[src/rtl/cbe_pkg.sv]
// ----------------------------------------------------------------------------
// cbe_pkg
// Shared types and constants of the cubic Bezier easing evaluator.
// ----------------------------------------------------------------------------
package cbe_pkg;

  localparam int FRAC_BITS_DEF = 12;
  localparam int MAX_ITER_DEF  = 100;
  localparam int TOL_LSB_DEF   = 4;

  localparam int NUM_REGS = 8;
  localparam int CFG_AW   = 4;

  localparam logic [2:0] REG_START_X    = 3'd0;
  localparam logic [2:0] REG_START_Y    = 3'd1;
  localparam logic [2:0] REG_END_X      = 3'd2;
  localparam logic [2:0] REG_END_Y      = 3'd3;
  localparam logic [2:0] REG_HANDLE_A_X = 3'd4;
  localparam logic [2:0] REG_HANDLE_A_Y = 3'd5;
  localparam logic [2:0] REG_HANDLE_B_X = 3'd6;
  localparam logic [2:0] REG_HANDLE_B_Y = 3'd7;

  localparam logic REQ_POINT = 1'b0;
  localparam logic REQ_SOLVE = 1'b1;

  typedef struct packed {
    logic              req_type;
    logic signed [15:0] operand_value;
  } in_t;

  typedef struct packed {
    logic signed [15:0] point_x;
    logic signed [15:0] point_y;
    logic signed [15:0] final_param;
    logic [6:0]         iterations_used;
  } out_t;

  typedef enum logic [2:0] {
    S_IDLE,
    S_GUESS,
    S_LOAD,
    S_STEP,
    S_NDIV,
    S_DONE
  } state_t;

  typedef enum logic [1:0] {
    PH_CX,
    PH_DX,
    PH_FX,
    PH_FY
  } phase_t;

endpackage

[src/rtl/cubic_bezier_easing_eval.sv]
// ----------------------------------------------------------------------------
// cubic_bezier_easing_eval
// Cubic Bezier easing: point at a parameter, or y for a given x by Newton steps.
// ----------------------------------------------------------------------------
// Point request: x and then y are evaluated at the parameter, then out_valid strobes.
// Solve request: an endpoint shortcut goes straight to the strobe; otherwise a divider
// guess (none when end x is zero), then Newton passes of x, derivative and divide
// (no divide when the derivative is flat), then x and y at the final parameter.
// One transaction at a time; busy is high until the strobe. The receiver
// cannot stall. Synchronous reset loads the default curve registers.
module cubic_bezier_easing_eval #(
  parameter int FRAC_BITS = cbe_pkg::FRAC_BITS_DEF,
  parameter int MAX_ITER  = cbe_pkg::MAX_ITER_DEF,
  parameter int TOL_LSB   = cbe_pkg::TOL_LSB_DEF
) (
  input  logic                        clk,
  input  logic                        rst_n,
  input  logic                        start,
  output logic                        busy,
  input  cbe_pkg::in_t                in_data,
  output logic                        out_valid,
  output cbe_pkg::out_t               out_data,
  input  logic                        cfg_we,
  input  logic [cbe_pkg::CFG_AW-1:0]  cfg_addr,
  input  logic [15:0]                 cfg_wdata
);
  import cbe_pkg::*;

  localparam int PW    = 20;
  localparam int TW    = 17;
  localparam int NUM_W = 18 + FRAC_BITS;
  localparam int QW    = NUM_W + 1;
  localparam int SW    = QW + 1;
  localparam int IW    = $clog2(MAX_ITER + 1);
  localparam int ONE   = 1 << FRAC_BITS;
  localparam logic signed [15:0] ONE_SAT = (ONE > 32767) ? 16'sd32767 : 16'(ONE);
  localparam logic signed [SW-1:0] SAT_HI = SW'(32767);
  localparam logic signed [SW-1:0] SAT_LO = SW'(-32768);
  localparam logic signed [PW-1:0] TOL_P  = PW'(TOL_LSB);
  localparam logic signed [QW-1:0] TOL_Q  = QW'(TOL_LSB);
  localparam logic signed [17:0]   TOL_E  = 18'(TOL_LSB);

  logic signed [15:0] cfg_r [NUM_REGS];

  state_t state_r, state_nxt;
  phase_t phase_r, phase_nxt;
  logic [2:0] k_r, k_nxt;
  logic [IW-1:0] iter_r, iter_nxt;
  logic signed [15:0] t_r, t_nxt, opv_r, opv_nxt;
  logic signed [15:0] px_r, px_nxt, py_r, py_nxt, fp_r, fp_nxt;
  logic signed [PW-1:0] p0_r, p1_r, p2_r, p3_r, p0_nxt, p1_nxt, p2_nxt, p3_nxt;
  logic signed [PW-1:0] cx_r, cx_nxt;

  logic signed [TW-1:0] tc;
  logic signed [PW-1:0] la, lb, ly;
  logic [1:0] pair;
  logic accept, sc_start, sc_end, ex_zero, step_last, dx_flat, step_small, iter_max;
  logic div_start, div_done;
  logic signed [NUM_W-1:0] div_num;
  logic signed [PW-1:0] div_den;
  logic signed [QW-1:0] quot;
  logic signed [SW-1:0] t_sub;
  logic signed [17:0] opv_e;

  function automatic logic signed [15:0] sat16(input logic signed [SW-1:0] v);
    if (v > SAT_HI) return 16'sh7fff;
    if (v < SAT_LO) return 16'sh8000;
    return v[15:0];
  endfunction

  always_ff @(posedge clk) begin
    if (!rst_n) begin
      cfg_r[REG_START_X]    <= '0;
      cfg_r[REG_START_Y]    <= '0;
      cfg_r[REG_END_X]      <= ONE_SAT;
      cfg_r[REG_END_Y]      <= ONE_SAT;
      cfg_r[REG_HANDLE_A_X] <= '0;
      cfg_r[REG_HANDLE_A_Y] <= '0;
      cfg_r[REG_HANDLE_B_X] <= ONE_SAT;
      cfg_r[REG_HANDLE_B_Y] <= ONE_SAT;
    end else if (cfg_we && (int'(cfg_addr) < NUM_REGS)) begin
      cfg_r[cfg_addr[2:0]] <= cfg_wdata;
    end
  end

  always_comb begin
    if (t_r < 0) begin
      tc = '0;
    end else if (int'(t_r) > ONE) begin
      tc = TW'(ONE);
    end else begin
      tc = TW'(t_r);
    end
  end

  always_comb begin
    if (phase_r == PH_DX) begin
      unique case (k_r)
        3'd0:    pair = 2'd0;
        3'd1:    pair = 2'd1;
        default: pair = 2'd0;
      endcase
    end else begin
      unique case (k_r)
        3'd0, 3'd3, 3'd5: pair = 2'd0;
        3'd1, 3'd4:       pair = 2'd1;
        default:          pair = 2'd2;
      endcase
    end
  end

  always_comb begin
    unique case (pair)
      2'd0: begin la = p0_r; lb = p1_r; end
      2'd1: begin la = p1_r; lb = p2_r; end
      default: begin la = p2_r; lb = p3_r; end
    endcase
  end

  cbe_lerp #(.FRAC_BITS(FRAC_BITS), .PW(PW), .TW(TW)) u_lerp (
    .a(la), .b(lb), .t(tc), .y(ly)
  );

  assign opv_e      = 18'(in_data.operand_value);
  assign accept     = start && !busy;
  assign sc_start   = opv_e <= (18'(cfg_r[REG_START_X]) + TOL_E);
  assign sc_end     = opv_e >= (18'(cfg_r[REG_END_X]) - TOL_E);
  assign ex_zero    = cfg_r[REG_END_X] == 16'sd0;
  assign step_last  = (phase_r == PH_DX) ? (k_r == 3'd2) : (k_r == 3'd5);
  assign dx_flat    = (ly <= TOL_P) && (ly >= -TOL_P);
  assign step_small = (quot <= TOL_Q) && (quot >= -TOL_Q);
  assign iter_max   = iter_r == IW'(MAX_ITER);
  assign t_sub      = SW'(t_r) - SW'(quot);

  always_comb begin
    if (state_r == S_IDLE) begin
      div_num = NUM_W'(in_data.operand_value) <<< FRAC_BITS;
      div_den = PW'(cfg_r[REG_END_X]);
    end else begin
      div_num = (NUM_W'(cx_r) - NUM_W'(opv_r)) <<< FRAC_BITS;
      div_den = ly;
    end
  end

  cbe_div #(.NUM_W(NUM_W), .DEN_W(PW)) u_div (
    .clk(clk), .rst_n(rst_n), .start(div_start), .num(div_num), .den(div_den),
    .done(div_done), .quot(quot)
  );

  always_comb begin
    state_nxt = state_r;
    unique case (state_r)
      S_IDLE: begin
        if (accept) begin
          if (in_data.req_type == REQ_POINT) state_nxt = S_LOAD;
          else if (sc_start || sc_end)       state_nxt = S_DONE;
          else if (ex_zero)                  state_nxt = S_LOAD;
          else                               state_nxt = S_GUESS;
        end
      end
      S_GUESS: if (div_done) state_nxt = S_LOAD;
      S_LOAD:  state_nxt = S_STEP;
      S_STEP: begin
        if (step_last) begin
          if (phase_r == PH_FY)                  state_nxt = S_DONE;
          else if (phase_r == PH_DX && !dx_flat) state_nxt = S_NDIV;
          else                                   state_nxt = S_LOAD;
        end
      end
      S_NDIV:  if (div_done) state_nxt = S_LOAD;
      S_DONE:  state_nxt = S_IDLE;
      default: state_nxt = S_IDLE;
    endcase
  end

  always_comb begin
    phase_nxt = phase_r;
    k_nxt     = k_r;
    iter_nxt  = iter_r;
    t_nxt     = t_r;
    opv_nxt   = opv_r;
    px_nxt    = px_r;
    py_nxt    = py_r;
    fp_nxt    = fp_r;
    cx_nxt    = cx_r;
    p0_nxt    = p0_r;
    p1_nxt    = p1_r;
    p2_nxt    = p2_r;
    p3_nxt    = p3_r;
    div_start = 1'b0;
    unique case (state_r)
      S_IDLE: begin
        if (accept) begin
          opv_nxt  = in_data.operand_value;
          iter_nxt = '0;
          t_nxt    = in_data.operand_value;
          if (in_data.req_type == REQ_POINT) begin
            phase_nxt = PH_FX;
          end else if (sc_start) begin
            px_nxt = cfg_r[REG_START_X];
            py_nxt = cfg_r[REG_START_Y];
            fp_nxt = '0;
          end else if (sc_end) begin
            px_nxt = cfg_r[REG_END_X];
            py_nxt = cfg_r[REG_END_Y];
            fp_nxt = ONE_SAT;
          end else if (ex_zero) begin
            phase_nxt = PH_CX;
            t_nxt = in_data.operand_value[15] ? 16'sh8000 :
                    (in_data.operand_value == 16'sd0) ? 16'sd0 : 16'sh7fff;
          end else begin
            phase_nxt = PH_CX;
            div_start = 1'b1;
          end
        end
      end
      S_GUESS: begin
        if (div_done) t_nxt = sat16(SW'(quot));
      end
      S_LOAD: begin
        k_nxt = '0;
        unique case (phase_r)
          PH_FY: begin
            p0_nxt = PW'(cfg_r[REG_START_Y]);
            p1_nxt = PW'(cfg_r[REG_HANDLE_A_Y]);
            p2_nxt = PW'(cfg_r[REG_HANDLE_B_Y]);
            p3_nxt = PW'(cfg_r[REG_END_Y]);
          end
          PH_DX: begin
            p0_nxt = PW'(3) * (PW'(cfg_r[REG_HANDLE_A_X]) - PW'(cfg_r[REG_START_X]));
            p1_nxt = PW'(3) * (PW'(cfg_r[REG_HANDLE_B_X]) - PW'(cfg_r[REG_HANDLE_A_X]));
            p2_nxt = PW'(3) * (PW'(cfg_r[REG_END_X]) - PW'(cfg_r[REG_HANDLE_B_X]));
          end
          default: begin
            if (phase_r == PH_FX) fp_nxt = tc[15:0];
            p0_nxt = PW'(cfg_r[REG_START_X]);
            p1_nxt = PW'(cfg_r[REG_HANDLE_A_X]);
            p2_nxt = PW'(cfg_r[REG_HANDLE_B_X]);
            p3_nxt = PW'(cfg_r[REG_END_X]);
          end
        endcase
      end
      S_STEP: begin
        k_nxt = k_r + 3'd1;
        unique case (pair)
          2'd0:    p0_nxt = ly;
          2'd1:    p1_nxt = ly;
          default: p2_nxt = ly;
        endcase
        if (step_last) begin
          unique case (phase_r)
            PH_CX: begin
              cx_nxt    = ly;
              iter_nxt  = iter_r + IW'(1);
              phase_nxt = PH_DX;
            end
            PH_DX: begin
              if (dx_flat) phase_nxt = PH_FX;
              else         div_start = 1'b1;
            end
            PH_FX: begin
              px_nxt    = ly[15:0];
              phase_nxt = PH_FY;
            end
            default: py_nxt = ly[15:0];
          endcase
        end
      end
      S_NDIV: begin
        if (div_done) begin
          t_nxt     = sat16(t_sub);
          phase_nxt = (step_small || iter_max) ? PH_FX : PH_CX;
        end
      end
      default: ;
    endcase
  end

  always_ff @(posedge clk) begin
    if (!rst_n) begin
      state_r <= S_IDLE;
      phase_r <= PH_CX;
      k_r     <= '0;
      iter_r  <= '0;
    end else begin
      state_r <= state_nxt;
      phase_r <= phase_nxt;
      k_r     <= k_nxt;
      iter_r  <= iter_nxt;
    end
    t_r   <= t_nxt;
    opv_r <= opv_nxt;
    px_r  <= px_nxt;
    py_r  <= py_nxt;
    fp_r  <= fp_nxt;
    cx_r  <= cx_nxt;
    p0_r  <= p0_nxt;
    p1_r  <= p1_nxt;
    p2_r  <= p2_nxt;
    p3_r  <= p3_nxt;
  end

  assign busy      = state_r != S_IDLE;
  assign out_valid = state_r == S_DONE;
  assign out_data.point_x         = px_r;
  assign out_data.point_y         = py_r;
  assign out_data.final_param     = fp_r;
  assign out_data.iterations_used = (int'(iter_r) > 127) ? 7'd127 : 7'(iter_r);

  a_strobe_single: assert property (@(posedge clk) disable iff (!rst_n)
    out_valid |=> !out_valid) else $error("result strobe longer than one cycle");
  a_accept_busy: assert property (@(posedge clk) disable iff (!rst_n)
    accept |=> busy) else $error("accepted transaction did not raise busy");
  a_iter_bound: assert property (@(posedge clk) disable iff (!rst_n)
    busy |-> (int'(iter_r) <= MAX_ITER)) else $error("iteration count overran");
  a_div_idle: assert property (@(posedge clk) disable iff (!rst_n)
    div_done |-> (state_r == S_GUESS || state_r == S_NDIV))
    else $error("divider finished outside a divide wait");

endmodule

[src/rtl/cbe_lerp.sv]
// ----------------------------------------------------------------------------
// cbe_lerp
// Shared interpolation unit: a + round((b - a) * t / one).
// ----------------------------------------------------------------------------
module cbe_lerp #(
  parameter int FRAC_BITS = 12,
  parameter int PW        = 20,
  parameter int TW        = 17
) (
  input  logic signed [PW-1:0] a,
  input  logic signed [PW-1:0] b,
  input  logic signed [TW-1:0] t,
  output logic signed [PW-1:0] y
);
  localparam int MW   = PW + 1 + TW;
  localparam int HALF = 1 << (FRAC_BITS - 1);

  logic signed [MW-1:0] ae;
  logic signed [MW-1:0] diff;
  logic signed [MW-1:0] prod;
  logic signed [MW-1:0] rnd;
  logic signed [MW-1:0] sum;

  assign ae   = MW'(a);
  assign diff = MW'(b) - ae;
  assign prod = diff * MW'(t);
  assign rnd  = prod + MW'(HALF);
  assign sum  = ae + (rnd >>> FRAC_BITS);
  assign y    = sum[PW-1:0];

endmodule

[src/rtl/cbe_div.sv]
// ----------------------------------------------------------------------------
// cbe_div
// Iterative signed divider, one quotient bit per cycle, truncating toward zero.
// ----------------------------------------------------------------------------
module cbe_div #(
  parameter int NUM_W = 30,
  parameter int DEN_W = 20
) (
  input  logic                   clk,
  input  logic                   rst_n,
  input  logic                   start,
  input  logic signed [NUM_W-1:0] num,
  input  logic signed [DEN_W-1:0] den,
  output logic                   done,
  output logic signed [NUM_W:0]  quot
);
  localparam int CW = $clog2(NUM_W + 1);

  logic             run_r, run_nxt;
  logic [CW-1:0]    cnt_r, cnt_nxt;
  logic [NUM_W-1:0] qn_r, qn_nxt;
  logic [DEN_W:0]   rem_r, rem_nxt;
  logic [DEN_W-1:0] den_r, den_nxt;
  logic             neg_r, neg_nxt;
  logic             done_r, done_nxt;
  logic [DEN_W:0]   rem_sh;
  logic             fits;

  assign rem_sh = {rem_r[DEN_W-1:0], qn_r[NUM_W-1]};
  assign fits   = rem_sh >= {1'b0, den_r};

  always_comb begin
    run_nxt  = run_r;
    cnt_nxt  = cnt_r;
    qn_nxt   = qn_r;
    rem_nxt  = rem_r;
    den_nxt  = den_r;
    neg_nxt  = neg_r;
    done_nxt = 1'b0;
    if (start) begin
      run_nxt = 1'b1;
      cnt_nxt = CW'(NUM_W);
      qn_nxt  = num[NUM_W-1] ? NUM_W'(-num) : NUM_W'(num);
      den_nxt = den[DEN_W-1] ? DEN_W'(-den) : DEN_W'(den);
      rem_nxt = '0;
      neg_nxt = num[NUM_W-1] ^ den[DEN_W-1];
    end else if (run_r) begin
      rem_nxt = fits ? rem_sh - {1'b0, den_r} : rem_sh;
      qn_nxt  = {qn_r[NUM_W-2:0], fits};
      cnt_nxt = cnt_r - CW'(1);
      if (cnt_r == CW'(1)) begin
        run_nxt  = 1'b0;
        done_nxt = 1'b1;
      end
    end
  end

  always_ff @(posedge clk) begin
    if (!rst_n) begin
      run_r  <= 1'b0;
      done_r <= 1'b0;
      cnt_r  <= '0;
    end else begin
      run_r  <= run_nxt;
      done_r <= done_nxt;
      cnt_r  <= cnt_nxt;
    end
    qn_r  <= qn_nxt;
    rem_r <= rem_nxt;
    den_r <= den_nxt;
    neg_r <= neg_nxt;
  end

  assign done = done_r;
  assign quot = neg_r ? -$signed({1'b0, qn_r}) : $signed({1'b0, qn_r});

endmodule
[config.mk]
export PLATFORM = sky130hd
export DESIGN_NAME = cubic_bezier_easing_eval
export DESIGN_NICKNAME = d
export VERILOG_FILES = /design/src/rtl/cbe_pkg.sv /design/src/rtl/cubic_bezier_easing_eval.sv /design/src/rtl/cbe_lerp.sv /design/src/rtl/cbe_div.sv
export SDC_FILE = /design/constraint.sdc
export NUM_CORES = 2
export LEC_CHECK = 0
export ABC_CLOCK_PERIOD_IN_PS = 16400
export BUFFER_PORTS_ARGS = -buffer_cell sky130_fd_sc_hd__buf_2
export CORE_ASPECT_RATIO = 1.1
export CORE_MARGIN = 1
export CORE_UTILIZATION = 55
export CTS_BUF_LIST = sky130_fd_sc_hd__clkbuf_16
export DETAILED_ROUTE_END_ITERATION = 7
export PLACE_DENSITY = 0.71
export SLEW_MARGIN = 15
export SYNTH_ARGS = -nofsm -noshare
export SYNTH_HDL_FRONTEND = slang
export SYNTH_SLANG_ARGS = --single-unit
[constraint.sdc]
create_clock -name clk -period 16.4 [get_ports clk]
set_input_delay 1.64 -clock clk [delete_from_list [all_inputs] [get_ports clk]]
set_output_delay 1.64 -clock clk [all_outputs]
set_load 0.02 [all_outputs]
# == Word-level counts from Yosys, hierarchy flattened ==
# Memories as Yosys holds them, arrays and structs flattened.
# Cells that the tools add are included.
# totals
memories,1
inputBits,41
wordCells,267
out_inout_bits,57
ramBits,128
ff_bits,271
# classes
eq_ne,35
multipliers,4
reduce_logical,44
n_addsub,17
magnitude_cmp,14
n_bitwise,4
mux,125
# memory_table
name,depth,width,rd,rd_clocked_by_memory_dff,write_ports,line_no,text
cfg_r,8,16,8,0,8,cubic_bezier_easing_eval.sv:43,logic signed [15:0] cfg_r [NUM_REGS];
# ops
operator,n
$mux W16,35
$pmux W20 S2,9
$mux W30,4
$mux W20,5
$pmux W16 S2,3
$mul A3 B17 Y20 const A,3
$sub A16 B16 Y17,3
$pmux W16 S3,1
$mux W17,2
$mux W1,33
$add A32 B13 Y32 const B,1
$gt A32 B16 Y1 const B,1
$logic_not A16 Y1,2
$lt A32 B16 Y1 const B,1
$mul A21 B17 Y32,1
$sub A16 B31 Y32,1
$ge A31 B3 Y1 const B,1
$gt A31 B16 Y1 const B,1
$le A31 B4 Y1 const B,1
$lt A31 B16 Y1 const B,1
$mux W31,1
$neg A30 Y31,1
$neg A30 Y30,1
$mux W3,8
57 further kinds,123

# == Longest topological paths before layout ==
# depth
depth_word,18
mapped_depth,66
depth_no_buf,59

# == Modules after synthesis ==
# Synthesis repeated with hierarchy kept, for this count alone.
# unflattened
hier_cells,4815
hier_area_um2,43425.4
# modules_own_cells
mod,n_inst,area_each_um2,cells_each,seq_area_each_um2
cubic_bezier_easing_eval,1,24405.9,2605,9339.0
cbe_lerp,1,13257.7,1556,0.0
cbe_div,1,5761.8,654,2072.0

# == Worst setup path after synthesis ==
# OpenSTA, ideal clock, no wires.
# synth_timing
kind,register -> register
from,register k_r[0]
to,"register u_div.qn_r[0], enable pin"
arrival_time_ns,13.473
path_slack_ns,2.530
path_stages_with_launch,61
synth_period_minus_slack_ns,13.870
required_time_ns,16.003
path_cell_list,dfxtp_1 > ha_1 > ha_1 > or4_1 > buf_2 > clkbuf_1 > clkbuf_1 > clkbuf_1 > buf_1 > o22ai_1 > nor2_1 > ha_1 > inv_1 > fa_1 > o311a_1 > a211oi_1 > o21ai_0 > a31oi_1 > [25 not listed] > o21a_1 > nor2_1 > xnor2_1 > ha_1 > clkbuf_1 > nand2_1 > nor3_1 > nand2_1 > a2111oi_1 > a211o_1 > nor2_1 > nor4b_1 > nand4_1 > or4_4 > nand2_2 > o32ai_2 > buf_6 > or2_1
# synth_via
elab_chain_len,17
word_cells_on_any_way,28
cone_classes,3 x add/sub; 1 x mul; 2 x order compare; 6 x eq/ne; 10 x mux; 6 x reduce/logical
# synth_lines
item,line_no,text
start: declaration,cubic_bezier_easing_eval.sv:47,"logic [2:0] k_r, k_nxt;"
start signal: assignment,cubic_bezier_easing_eval.sv:288,k_r <= k_nxt;
"$eq A3 B3 Y1, or another cell as far along",cubic_bezier_easing_eval.sv:104,unique case (k_r)
$reduce_or A3 Y1 or $reduce_or A2 Y1 (tied branches),cubic_bezier_easing_eval.sv:104,
$pmux W2 S2,cubic_bezier_easing_eval.sv:104,
$mux W2 (*),cubic_bezier_easing_eval.sv:97,if (phase_r == PH_DX) begin
$eq A2 B1 Y1 or $logic_not A2 Y1 (tied branches),cubic_bezier_easing_eval.sv:113,unique case (pair)
$pmux W20 S2,cubic_bezier_easing_eval.sv:113,
$sub A20 B20 Y21,cbe_lerp.sv:25,assign diff = MW'(b) - ae;
$mul A21 B17 Y32,cbe_lerp.sv:26,assign prod = diff * MW'(t);
[2 not listed],--,
net ly[14],cubic_bezier_easing_eval.sv:55,"logic signed [PW-1:0] la, lb, ly;"
$le A20 B4 Y1 or $ge A20 B3 Y1 (tied branches),cubic_bezier_easing_eval.sv:130,assign dx_flat = (ly <= TOL_P) && (ly >= -TOL_P);
$logic_and A1 B1 Y1 (*),cubic_bezier_easing_eval.sv:130,
$mux W1 (*),cubic_bezier_easing_eval.sv:258,if (dx_flat) phase_nxt = PH_FX;
$mux W1 (*),cubic_bezier_easing_eval.sv:251,unique case (phase_r)
$mux W1 (*),cubic_bezier_easing_eval.sv:250,if (step_last) begin
$pmux W1 S2 (*),cubic_bezier_easing_eval.sv:191,unique case (state_r)
$reduce_bool A2 Y1 (no line) (*),--,
end signal: assignment,cbe_div.sv:68,qn_r <= qn_nxt;
end: declaration,cbe_div.sv:21,"logic [NUM_W-1:0] qn_r, qn_nxt;"
# Mark *: on every way through the listed nets, which the timed path passes. The rest lies on a longest branch.
# A chain may end at the register's enable or synchronous reset.

# == Worst setup path after layout ==
# layout_timing
from,register k_r[0]
to,"register u_div.qn_r[20], enable pin"
# Same word-level chain as after synthesis.

==> flow_metrics.tcl <==
set metrics [dict create \
    hold_class "register to register" \
    ctsResizeCount 0 \
    nFillCells 6494 \
    drc 0 \
    finalClockSkew_ps 24.9 \
    worstHoldPathCells 2 \
    synth_compound_area_share_pct 15.5 \
    postRouteAntennaNets 0 \
    worstHoldEndpoint "u_div.rem_r[19]" \
    fp.dieH_um 291 \
    outcome "complete, no violations" \
    vias_per_cell 6.06 \
    r2r_cells 54 \
    reg2reg_to "u_div.qn_r[20]" \
    report.final.slew_viol_count 0 \
    post-route-period-util_pct 92.8 \
    cts_max_level 2 \
    path_max_fanout 52 \
    final_nets 5434 \
    relSlewSlack_pct 16.8 \
    synth_warnings 0 \
    syn_area_sq_um 41900 \
    cts_setup_buffers 0 \
    synth_edf_count 352 \
    critPathKind "register to register" \
    wl_per_cell_um 21.7 \
    dr_total_vias 34700 \
    rows 105 \
    rsz0062_at_grt "no" \
    cp-end-kind "register" \
    dp_cells 5638 \
    synth_top_family_by_area "adder cells" \
    yosys.area.top_type_share_pct 25.3 \
    max_cap_violations 0 \
    multi_input_area_sq_um 27600 \
    cts_tree "built" \
    pre_cts_slack_ps 1070 \
    drive_above_1_share_pct 6.93 \
    worst_slack_ps 1180 \
    critPathMaxStageDelay_ps 660 \
    netlist-cell-type-count 100 \
    yosys-top-cells-area "edfxtp_1 25%, fa_1 14%, ha_1 12%, inv_1 5.8%, nor2_1 4.2%" \
    r2r_slack_ps 1180 \
    crit_top_cell "fa_1" \
    cp-start-kind "register" \
    grt_overflow 0 \
    timing.rr.start "k_r[0]" \
    yosys-top-cells-count "644 x inv_1, 469 x nor2_1, 388 x ha_1, 352 x edfxtp_1, 328 x nand2_1" \
    min_period_ps 15220 \
    die_area_sq_um 77200 \
    cp.arrival_ps 15460 \
    grt_pass1_wl_mm 194 \
    first_pass_iters 6 \
    regArea_sq_um 11400 \
    grt_usage_pct 32.5 \
    gp_congestion 1.02 \
    ys_seq_area_share_pct 27.3 \
    synthMuxAreaShare_pct 2.68 \
    drt-initial-drc-count 3045 \
    holdCritStartpoint "u_div.rem_r[19]" \
    yosys_register_bits 394 \
    dp_hpwl_mm 98.2 \
    finalHoldViolCount 0 \
    clk_path_buf_depth 3 \
    setup_tns_ps 0 \
    clkTransAtPathRegs_ps 60 \
    drt-total-wl_mm 124 \
    syn_area_per_cell_sq_um 9.01 \
    synth_largest_area_cell "edfxtp_1" \
    portBuffers 96 \
    initial_utilization_pct 55.9 \
    synth-main-ff-cell "edfxtp_1" \
    crit_required_ps 16640 \
    die_w_um 265 \
    cts_buffers 45 \
    yosysMostFrequentCell "inv_1" \
    fmax_mhz 65.7 \
    synthAdderAreaFrac_pct 25.2 \
    path_delay_family "simple AND/OR/NAND/NOR gates" \
    crit_buf_inv 7 \
    worst_pin_slew_ps 1240 \
    cts_root_buf "clkbuf_16" \
    async_flop_share_pct 0 \
    setup-violations-final 0 \
    cpMaxStageDelayCell "or4_2" \
    syn_to_final_growth_pct 7.74 \
    worstSkewPairLatency_ps 610 \
    syn_inst 4646 \
    synthSimpleGateAreaFrac_pct 16.1 \
    final-instance-count-excl-fill 5725 \
    cts_sinks 394 \
    synthXorXnorAreaFrac_pct 5.94 \
    antenna_found_initial 3 \
    ios 98 \
    core_sq_um 74900 \
    grt_max_degree 53 \
    holdBufCountCts 0 \
    grt_pass1_vias 34100 \
]
[cells by family (layout without fill, tap and decap cells)]
kind of cell / count (synthesis) / in the layout
other: 2 / 41
flip-flops: 394 / 394
XOR/XNOR: 280 / 280
AND/OR/NAND/NOR: 1403 / 1403
AO/OA/AOI/OAI: 982 / 982
adder cells (fa/ha/maj): 674 / 674
buffers and inverters: 808 / 885
multiplexers: 103 / 103
[layout by cell type, fill, tap and decap left out, types with 57 or more instances in the layout]
master	n
a21o_1	69
a21oi_1	301
and2_1	158
buf_2	96
buf_4	57
edfxtp_1	352
fa_1	283
ha_1	386
inv_1	649
mux2i_1	75
nand2_1	327
nand3_1	61
nor2_1	462
nor2b_1	57
nor3_1	82
o21ai_0	159
xnor2_1	188
xor2_1	89
[cell type report]
class,count,share of cell area [%]
Multi-Input combinational cell,3480,61.3
Sequential cell,394,25.3
Clock inverter,39,0.838
Antenna cell,3,0.0166
Timing Repair Buffer,153,2.01
Inverter,648,5.39
Tap cell,963,2.67
Clock buffer,45,2.50
[per-layer routing]
metal / vias up / GRT usage, % / wire, um
met5: - / 0 / 0
met4: 0 / 15.6 / 6740
met3: 338 / 4.14 / 10200
met2: 1569 / 52.2 / 56300
met1: 16700 / 43.4 / 51000
li1: 16100 / - / -
[worst min-delay path, cell delays in order, from the launching register on]
cell      delay (ps)
dfxtp_1          320
nand2b_1          70
a21oi_1           50
[flip-flops by register name, summed over array words and instances, names as in the netlist]
register,count
state_r,3
u_div.den_r,20
phase_r,2
cx_r,18
k_r,3
cfg_r,128
u_div.cnt_r,5
u_div.done,1
opv_r,16
p1_r,20
fp_r,15
p2_r,20
py_r,16
u_div.neg_r,1
u_div.rem_r,20
u_div.qn_r,30
p3_r,16
p0_r,20
px_r,16
t_r,16
iter_r,7
u_div.run_r,1
[worst max path at each step]
stage               startpoint              to  slack (ps)  depth (start not counted)
detailed placement      k_r[0]  u_div.qn_r[21]        1070                         54
finish                  k_r[0]  u_div.qn_r[20]        1180                         54
global route            k_r[0]  u_div.qn_r[20]          80                         54
CTS                     k_r[0]  u_div.qn_r[20]        1020                         54
floorplan               k_r[0]   u_div.qn_r[0]        2530                         60
global placement    phase_r[1]  u_div.qn_r[19]        1450                         53
[through the flow]
| stage | util [%] | cell area (sq um) | hold slack [ps] |
|---|---|---|---|
| after detailed placement | 58.2 | 43600 | 474 |
| after global routing | 60.2 | 45100 | 508 |
| after global placement | 58.2 | 43600 | 461 |
| after CTS | 60.2 | 45100 | 484 |
| after floorplan | - | 42000 | 446 |
| final | 60.2 | 45100 | 483 |
Power is left out: the tool's default activity adds up to more than one toggle a clock period on the data nets, which glitch-free logic cannot reach.
